File: config.mk
export PLATFORM = sky130hd
export DESIGN_NAME = array_list_insert_delete
export DESIGN_NICKNAME = d
export VERILOG_FILES = /design/src/rtl/ali_pkg.sv /design/src/rtl/array_list_insert_delete.sv /design/src/rtl/ali_cell.sv
export SDC_FILE = /design/constraint.sdc
export NUM_CORES = 1
export LEC_CHECK = 0
export ABC_CLOCK_PERIOD_IN_PS = 6200
export BUFFER_PORTS_ARGS = -buffer_cell sky130_fd_sc_hd__buf_2
export CORE_UTILIZATION = 30
export DETAILED_ROUTE_END_ITERATION = 6
export PLACE_DENSITY_LB_ADDON = 0.1
export SLEW_MARGIN = 20
export SYNTH_ARGS = -nofsm -noshare
export SYNTH_HDL_FRONTEND = slang
export SYNTH_HIERARCHICAL = 1
export SYNTH_SLANG_ARGS = --single-unit
File: constraint.sdc
create_clock -name clk -period 6.2 [get_ports clk]
set_input_delay 0.62 -clock clk [delete_from_list [all_inputs] [get_ports clk]]
set_output_delay 0.62 -clock clk [all_outputs]
set_load 0.02 [all_outputs]
File: src/rtl/ali_pkg.sv
// shared constants, codes and types for the array list block
`timescale 1ns / 1ps

package ali_pkg;

    localparam int CAPACITY = 16;
    localparam int IDX_W    = (CAPACITY > 1) ? $clog2(CAPACITY) : 1;
    localparam int CNT_W    = $clog2(CAPACITY + 1);
    localparam int POS_W    = 5;
    // compare width: holds both count and position with a spare bit for idx + 1
    localparam int CMP_W    = ((CNT_W > POS_W) ? CNT_W : POS_W) + 1;

    localparam logic [2:0] FN_INSERT   = 3'd0;
    localparam logic [2:0] FN_APPEND   = 3'd1;
    localparam logic [2:0] FN_DELETE   = 3'd2;
    localparam logic [2:0] FN_DEL_LAST = 3'd3;
    localparam logic [2:0] FN_READ     = 3'd4;

    localparam logic [1:0] ST_OK    = 2'd0;
    localparam logic [1:0] ST_FULL  = 2'd1;
    localparam logic [1:0] ST_EMPTY = 2'd2;
    localparam logic [1:0] ST_RANGE = 2'd3;

    typedef struct packed {
        logic               ins;
        logic               del;
        logic [CMP_W-1:0]   pos;
        logic [CMP_W-1:0]   cnt;
        logic signed [31:0] value;
    } cell_ctl_t;

endpackage

File: src/rtl/array_list_insert_delete.sv
// top level of the ordered list with insert, append, delete and read
`timescale 1ns / 1ps

// ordered list of up to CAPACITY signed 32-bit entries held in a row of cells.
// request channel: req_valid / req_stall with func, position, value.
// response channel: rsp_valid / rsp_stall with read_value, length_now, status.
// every request gives exactly one response word, in the cycle after it is taken.
// each cell takes its own entry, its lower neighbor's, its upper neighbor's or
// the new value, so an insert or delete shifts the whole list in one update; the
// block takes one request per cycle while req_stall is low.
// the response sits in an output register; the next request is taken while
// the response is being taken in the same cycle, and req_stall is raised only
// while a response waits under rsp_stall.
// reset clears the length to zero and drops any pending response; entry
// contents are not cleared, only slots below the length are ever read.
// rejected requests leave the list unchanged and report full, empty or
// position out of range; unknown func codes report ok and change nothing.
module array_list_insert_delete (
    input  logic               clk,
    input  logic               rst_n,
    input  logic               req_valid,
    output logic               req_stall,
    input  logic [2:0]         func,
    input  logic [4:0]         position,
    input  logic signed [31:0] value,
    output logic               rsp_valid,
    input  logic               rsp_stall,
    output logic signed [31:0] read_value,
    output logic [4:0]         length_now,
    output logic [1:0]         status
);
    import ali_pkg::*;

    logic [CNT_W-1:0]   count_reg;
    logic [CNT_W-1:0]   count_next;
    logic               rsp_valid_reg;
    logic               rsp_valid_next;
    logic signed [31:0] read_value_reg;
    logic signed [31:0] read_value_next;
    logic [4:0]         length_reg;
    logic [4:0]         length_next;
    logic [1:0]         status_reg;
    logic [1:0]         status_next;

    logic               accept;
    logic [CMP_W-1:0]   pos_ext;
    logic [CMP_W-1:0]   cnt_ext;
    logic [CMP_W-1:0]   cnt_after;
    logic               full;
    logic               empty;
    logic signed [31:0] rd_data;
    logic [1:0]         st;
    logic               do_ins;
    logic               do_del;
    logic               do_drop;
    logic [CMP_W-1:0]   ins_pos;
    cell_ctl_t          ctl;
    logic signed [31:0] cell_data [CAPACITY];

    assign req_stall = rsp_valid_reg && rsp_stall;
    assign accept    = req_valid && !req_stall;

    assign pos_ext = CMP_W'(position);
    assign cnt_ext = CMP_W'(count_reg);
    assign full    = (cnt_ext == CMP_W'(CAPACITY));
    assign empty   = (count_reg == '0);

    always_comb
    begin
        st      = ST_OK;
        do_ins  = 1'b0;
        do_del  = 1'b0;
        do_drop = 1'b0;
        ins_pos = pos_ext;
        rd_data = '0;
        unique case (func)
            FN_INSERT:
            begin
                if (full)
                    st = ST_FULL;
                else if (pos_ext > cnt_ext)
                    st = ST_RANGE;
                else
                    do_ins = 1'b1;
            end
            FN_APPEND:
            begin
                ins_pos = cnt_ext;
                if (full)
                    st = ST_FULL;
                else
                    do_ins = 1'b1;
            end
            FN_DELETE:
            begin
                if (empty)
                    st = ST_EMPTY;
                else if (pos_ext >= cnt_ext)
                    st = ST_RANGE;
                else
                    do_del = 1'b1;
            end
            FN_DEL_LAST:
            begin
                if (empty)
                    st = ST_EMPTY;
                else
                    do_drop = 1'b1;
            end
            FN_READ:
            begin
                if (pos_ext >= cnt_ext)
                    st = ST_RANGE;
                else
                    rd_data = cell_data[pos_ext[IDX_W-1:0]];
            end
            default:
            begin
                st = ST_OK;
            end
        endcase
    end

    always_comb
    begin
        ctl.ins   = accept && do_ins;
        ctl.del   = accept && do_del;
        ctl.pos   = ins_pos;
        ctl.cnt   = cnt_ext;
        ctl.value = value;
    end

    always_comb
    begin
        cnt_after = cnt_ext;
        if (do_ins)
            cnt_after = cnt_ext + CMP_W'(1);
        else if (do_del || do_drop)
            cnt_after = cnt_ext - CMP_W'(1);
    end

    always_comb
    begin
        count_next      = count_reg;
        rsp_valid_next  = rsp_valid_reg && rsp_stall;
        read_value_next = read_value_reg;
        length_next     = length_reg;
        status_next     = status_reg;
        if (accept)
        begin
            count_next      = cnt_after[CNT_W-1:0];
            rsp_valid_next  = 1'b1;
            read_value_next = rd_data;
            length_next     = cnt_after[4:0];
            status_next     = st;
        end
    end

    always_ff @(posedge clk or negedge rst_n)
    begin
        if (!rst_n)
        begin
            count_reg     <= '0;
            rsp_valid_reg <= 1'b0;
        end
        else
        begin
            count_reg     <= count_next;
            rsp_valid_reg <= rsp_valid_next;
        end
    end

    always_ff @(posedge clk)
    begin
        read_value_reg <= read_value_next;
        length_reg     <= length_next;
        status_reg     <= status_next;
    end

    for (genvar i = 0; i < CAPACITY; i++)
    begin : g_cell
        logic signed [31:0] left_d;
        logic signed [31:0] right_d;

        if (i == 0)
        begin : g_first
            assign left_d = '0;
        end
        else
        begin : g_left
            assign left_d = cell_data[i-1];
        end

        if (i == CAPACITY - 1)
        begin : g_last
            assign right_d = '0;
        end
        else
        begin : g_right
            assign right_d = cell_data[i+1];
        end

        ali_cell u_cell (
            .clk        (clk),
            .idx        (IDX_W'(i)),
            .ctl        (ctl),
            .left_data  (left_d),
            .right_data (right_d),
            .data       (cell_data[i])
        );
    end

    assign rsp_valid  = rsp_valid_reg;
    assign read_value = read_value_reg;
    assign length_now = length_reg;
    assign status     = status_reg;

endmodule

File: src/rtl/ali_cell.sv
// one list slot: holds an entry and moves it up or down with its neighbors
`timescale 1ns / 1ps

module ali_cell (
    input  logic                    clk,
    input  logic [ali_pkg::IDX_W-1:0] idx,
    input  ali_pkg::cell_ctl_t      ctl,
    input  logic signed [31:0]      left_data,
    input  logic signed [31:0]      right_data,
    output logic signed [31:0]      data
);
    import ali_pkg::*;

    logic signed [31:0] data_reg;
    logic signed [31:0] data_next;
    logic [CMP_W-1:0]   idx_ext;
    logic [CMP_W-1:0]   idx_inc;

    assign idx_ext = CMP_W'(idx);
    assign idx_inc = idx_ext + CMP_W'(1);

    always_comb
    begin
        data_next = data_reg;
        if (ctl.ins)
        begin
            if (idx_ext == ctl.pos)
                data_next = ctl.value;
            else if (idx_ext > ctl.pos && idx_ext <= ctl.cnt)
                data_next = left_data;
        end
        else if (ctl.del)
        begin
            // slots from the deleted one up to the second last pull from above
            if (idx_ext >= ctl.pos && idx_inc < ctl.cnt)
                data_next = right_data;
        end
    end

    always_ff @(posedge clk)
    begin
        data_reg <= data_next;
    end

    assign data = data_reg;

endmodule
==> impl_summary.log <==
INFO  metric synthDominantCellAreaShare = 44.0%
INFO  metric drt_pre_antenna_iters = 7
INFO  metric clock_tree_from_tritoncts = yes
INFO  metric coreArea = 124000 um^2
INFO  metric initial_core_util = 30.3%
INFO  metric postCtsResizedCells = 0
INFO  metric reg_to_reg_start = count_reg[0]$_DFFE_PN0P_
INFO  metric power = 11.0 mW
INFO  metric clock-skew-final = 0.0199 ns
INFO  metric slew_headroom = 15.4%
INFO  metric drv_slew = 0
INFO  metric synth-seq-cells = 557
INFO  metric grt_first_pass_wirelength = 202 mm
INFO  metric worst_pin_slew = 1.27 ns
INFO  metric grt.overflow.total = 0
INFO  metric h-tree-depth = 3
INFO  metric hold_viol_final = 0
INFO  metric failing_checks = DRC
INFO  metric layout_common_cells = sky130_fd_sc_hd__nand2_1 (1085), sky130_fd_sc_hd__edfxtp_1 (551), sky130_fd_sc_hd__nor2_1 (550)
INFO  metric r2r_slack = 2.22 ns
INFO  metric clockBufferDepth = 3
INFO  metric dpl.hpwl = 77.7 mm
INFO  metric switchingPower = 3.46 mW
INFO  metric cp_data_arrival_time = 4.30 ns
INFO  metric finalSetupTns = 0 ns
INFO  metric hold_path.class = input pin to flip-flop
INFO  metric yosysSeqAreaShare = 44.4%
INFO  metric syn_to_final_growth = 16.2%
INFO  metric number_of_flip_flops_under_the_largest_register_name = 512
INFO  metric numClockSinks = 557
INFO  metric fin_crit_sh = 65.1%
INFO  metric groute.usage.overall = 21.5%
INFO  metric ff2ff_path_depth = 10
INFO  metric die_area = 127000 um^2
INFO  metric synth_enable_flop_cells = 551
INFO  metric violation_count_after_the_first_detailed_route_iteration = 2718
INFO  metric buffer_ports.inserted = 84
INFO  metric mapped_area = 37600 um^2
INFO  metric max_freq = 248 MHz
INFO  metric syn-mean-instance-area = 9.48 um^2
INFO  metric drc = 10
INFO  metric final_common_cell = sky130_fd_sc_hd__nand2_1
INFO  metric number_of_setup_violations_in_the_final_report = 0
INFO  metric worst_setup_hold_path_clk_slew = 0.05 ns
INFO  metric netlist_top_cells_area = sky130_fd_sc_hd__edfxtp_1 (44%), sky130_fd_sc_hd__nand2_1 (11%), sky130_fd_sc_hd__mux4_2 (9.6%)
INFO  metric antenna_violating_nets_post_route = 0
INFO  metric final_wirelength = 137 mm
INFO  metric p_clk_share = 37.4%
INFO  metric power_density = 253 nW/um^2
INFO  metric power_report.internal_total = 7.57 mW
INFO  metric timing.critical_path.from = func[1]
INFO  metric antenna_found_initial = 9
INFO  metric setup_repair_after_global_routing_missed_its_margin = false
INFO  metric synth_warnings = 6
INFO  metric critPathKind = input pin to flip-flop
INFO  metric cp_max_fo = 33
INFO  metric first_global_vias = 29731
INFO  metric vias_per_cell = 5.11
INFO  metric synth_largest_area_cell = sky130_fd_sc_hd__edfxtp_1
INFO  metric cp-start-kind = input pin
INFO  metric num-nets-final = 4637
INFO  metric layout_min_cycle_time = 4.04 ns
INFO  metric fp.dieH = 356 um
INFO  metric leakage_component_of_the_power = 17.2 nW
INFO  metric timing.rr.end = g_cell[7].u_cell/data[1]$_DFFE_PP_
INFO  metric critical_path.endpoint_type = flip-flop
INFO  metric grt_start_max_net_pins = 251
INFO  metric postLayoutCoreUtil = 35.2%
INFO  metric netSwitchingFraction = 31.4%
INFO  metric status = complete, but fails checks
INFO  metric synth_flop_cell = sky130_fd_sc_hd__edfxtp_1
INFO  metric synth_cells = 3962
INFO  metric critPathRequiredTime = 6.46 ns
INFO  metric ir_drop = 0.157 mV
INFO  metric clk_root_buffer_cell = sky130_fd_sc_hd__clkbuf_16
INFO  metric cap_viol_max_count = 0
INFO  metric io_pins = 85
INFO  metric floorplan.die.width = 356 um
INFO  metric synth-async-reset-ratio = 1.08%
INFO  metric skew_pair_late_insertion_delay = 0.64 ns
INFO  metric drive_gt1_share = 10.7%
INFO  metric dr_total_vias = 30919
INFO  metric wl_per_cell = 22.6 um
INFO  metric power.combinational.fraction = 23.1%
INFO  metric finalWeightedCongestion = 0.779
INFO  metric rows = 129
INFO  metric tritoncts.num_buffers = 72
INFO  metric timing.critical_path.to = g_cell[1].u_cell/data[13]$_DFFE_PP_
INFO  metric pwr-share-seq = 39.5%
INFO  metric netlist-cell-type-count = 40
## kinds of logic (layout without fill, tap and decap cells)
kind of cell | Yosys count | in the layout | synth area share [%]
buf+inv | 403 | 423 | 4.83
simple gates | 1884 | 1884 | 20.4
fa+ha+maj | 232 | 232 | 7.73
other cells | 2 | 436 | 0.0200
compound gates | 680 | 680 | 11.9
flops | 557 | 557 | 44.4
xor+xnor | 40 | 40 | 0.932
mux | 164 | 164 | 9.71
## final cells by class
type	instances	area, um^2
diodes	4	10.0
clock buffers	90	1900
clock inverters	35	305
fillers	12674	80300
inverters	138	518
multi-input cells	3432	21000
flip-flops and latches	557	16700
well taps	1637	2050
repair buffers	160	1170
## critical path: stages
cell and delay (ns):
sky130_fd_sc_hd__buf_2 0.14, sky130_fd_sc_hd__nor2_1 0.38, sky130_fd_sc_hd__and2_1 0.36, sky130_fd_sc_hd__mux2_2 0.58, sky130_fd_sc_hd__inv_1 0.13, sky130_fd_sc_hd__ha_1 0.17
sky130_fd_sc_hd__nand4_1 0.18, sky130_fd_sc_hd__or3_2 0.87, sky130_fd_sc_hd__a311oi_4 0.32, sky130_fd_sc_hd__buf_4 0.53
## power groups by stage
stage | Combinational [mW] | Clock [mW] | Sequential (mW)
after global placement | 2.52 | 0 | 4.44
after global routing | 2.92 | 4.36 | 4.37
after floorplan | 1.66 | 0 | 4.50
final | 2.55 | 4.12 | 4.36
after detailed placement | 2.54 | 0 | 4.43
after CTS | 2.55 | 4.24 | 4.36
## worst min path at each step
stage               from                        to  slack [ns]  cells past startpoint
2_1_floorplan      rst_n  count_reg[0]$_DFFE_PN0P_        0.32                      0
3_3_place_gp       rst_n       rsp_valid$_DFF_PN0_        0.47                      1
3_5_place_dp       rst_n       rsp_valid$_DFF_PN0_        0.47                      1
4_1_cts        req_valid       rsp_valid$_DFF_PN0_        0.17                      2
5_1_grt        req_valid       rsp_valid$_DFF_PN0_        0.22                      2
6_report       req_valid       rsp_valid$_DFF_PN0_        0.21                      2
## synthesized netlist by cell type, types with 17 or more instances
| cell | number |
|---|---|
| sky130_fd_sc_hd__nand4_1 | 35 |
| sky130_fd_sc_hd__a21oi_1 | 39 |
| sky130_fd_sc_hd__nor2_1 | 551 |
| sky130_fd_sc_hd__buf_2 | 105 |
| sky130_fd_sc_hd__inv_1 | 138 |
| sky130_fd_sc_hd__nand2_1 | 1085 |
| sky130_fd_sc_hd__ha_1 | 232 |
| sky130_fd_sc_hd__edfxtp_1 | 551 |
| sky130_fd_sc_hd__nand2b_1 | 17 |
| sky130_fd_sc_hd__buf_6 | 17 |
| sky130_fd_sc_hd__o21ai_0 | 20 |
| sky130_fd_sc_hd__nand3_1 | 56 |
| sky130_fd_sc_hd__clkbuf_1 | 127 |
| sky130_fd_sc_hd__mux4_2 | 160 |
| sky130_fd_sc_hd__o211ai_1 | 20 |
| sky130_fd_sc_hd__and3_1 | 19 |
| sky130_fd_sc_hd__a31oi_1 | 513 |
| sky130_fd_sc_hd__xnor2_1 | 24 |
| sky130_fd_sc_hd__nor2b_1 | 83 |
| sky130_fd_sc_hd__a21o_1 | 17 |
## metrics by stage
| step | setup WS (ns) | cell area (um^2) | hold slack, ns | std cells |
|---|---|---|---|---|
| 6_report | 2.16 | 43600 | 0.210 | 6053 |
| 5_1_grt | 2.02 | 43600 | 0.220 | 6049 |
| 4_1_cts | 2.10 | 43600 | 0.170 | 6049 |
| 3_5_place_dp | 1.50 | 41400 | 0.469 | 5923 |
| 3_3_place_gp | 1.56 | 41400 | 0.469 | 5923 |
| 2_1_floorplan | 0.419 | 39200 | 0.324 | 4392 |
## routing by layer
layer / GRT usage [%] / share of wire [%]
met5: 0 / 0.018
met4: 4.32 / 1.6
met3: 2.81 / 5.4
met2: 35.4 / 47
met1: 30.1 / 46
## what timing repair did
item                      4_1_cts  5_1_grt
buffers inserted                0        0
hold endpoints to repair        6        0
hold buffers                    1        0
(Power assumes the default switching activity.)
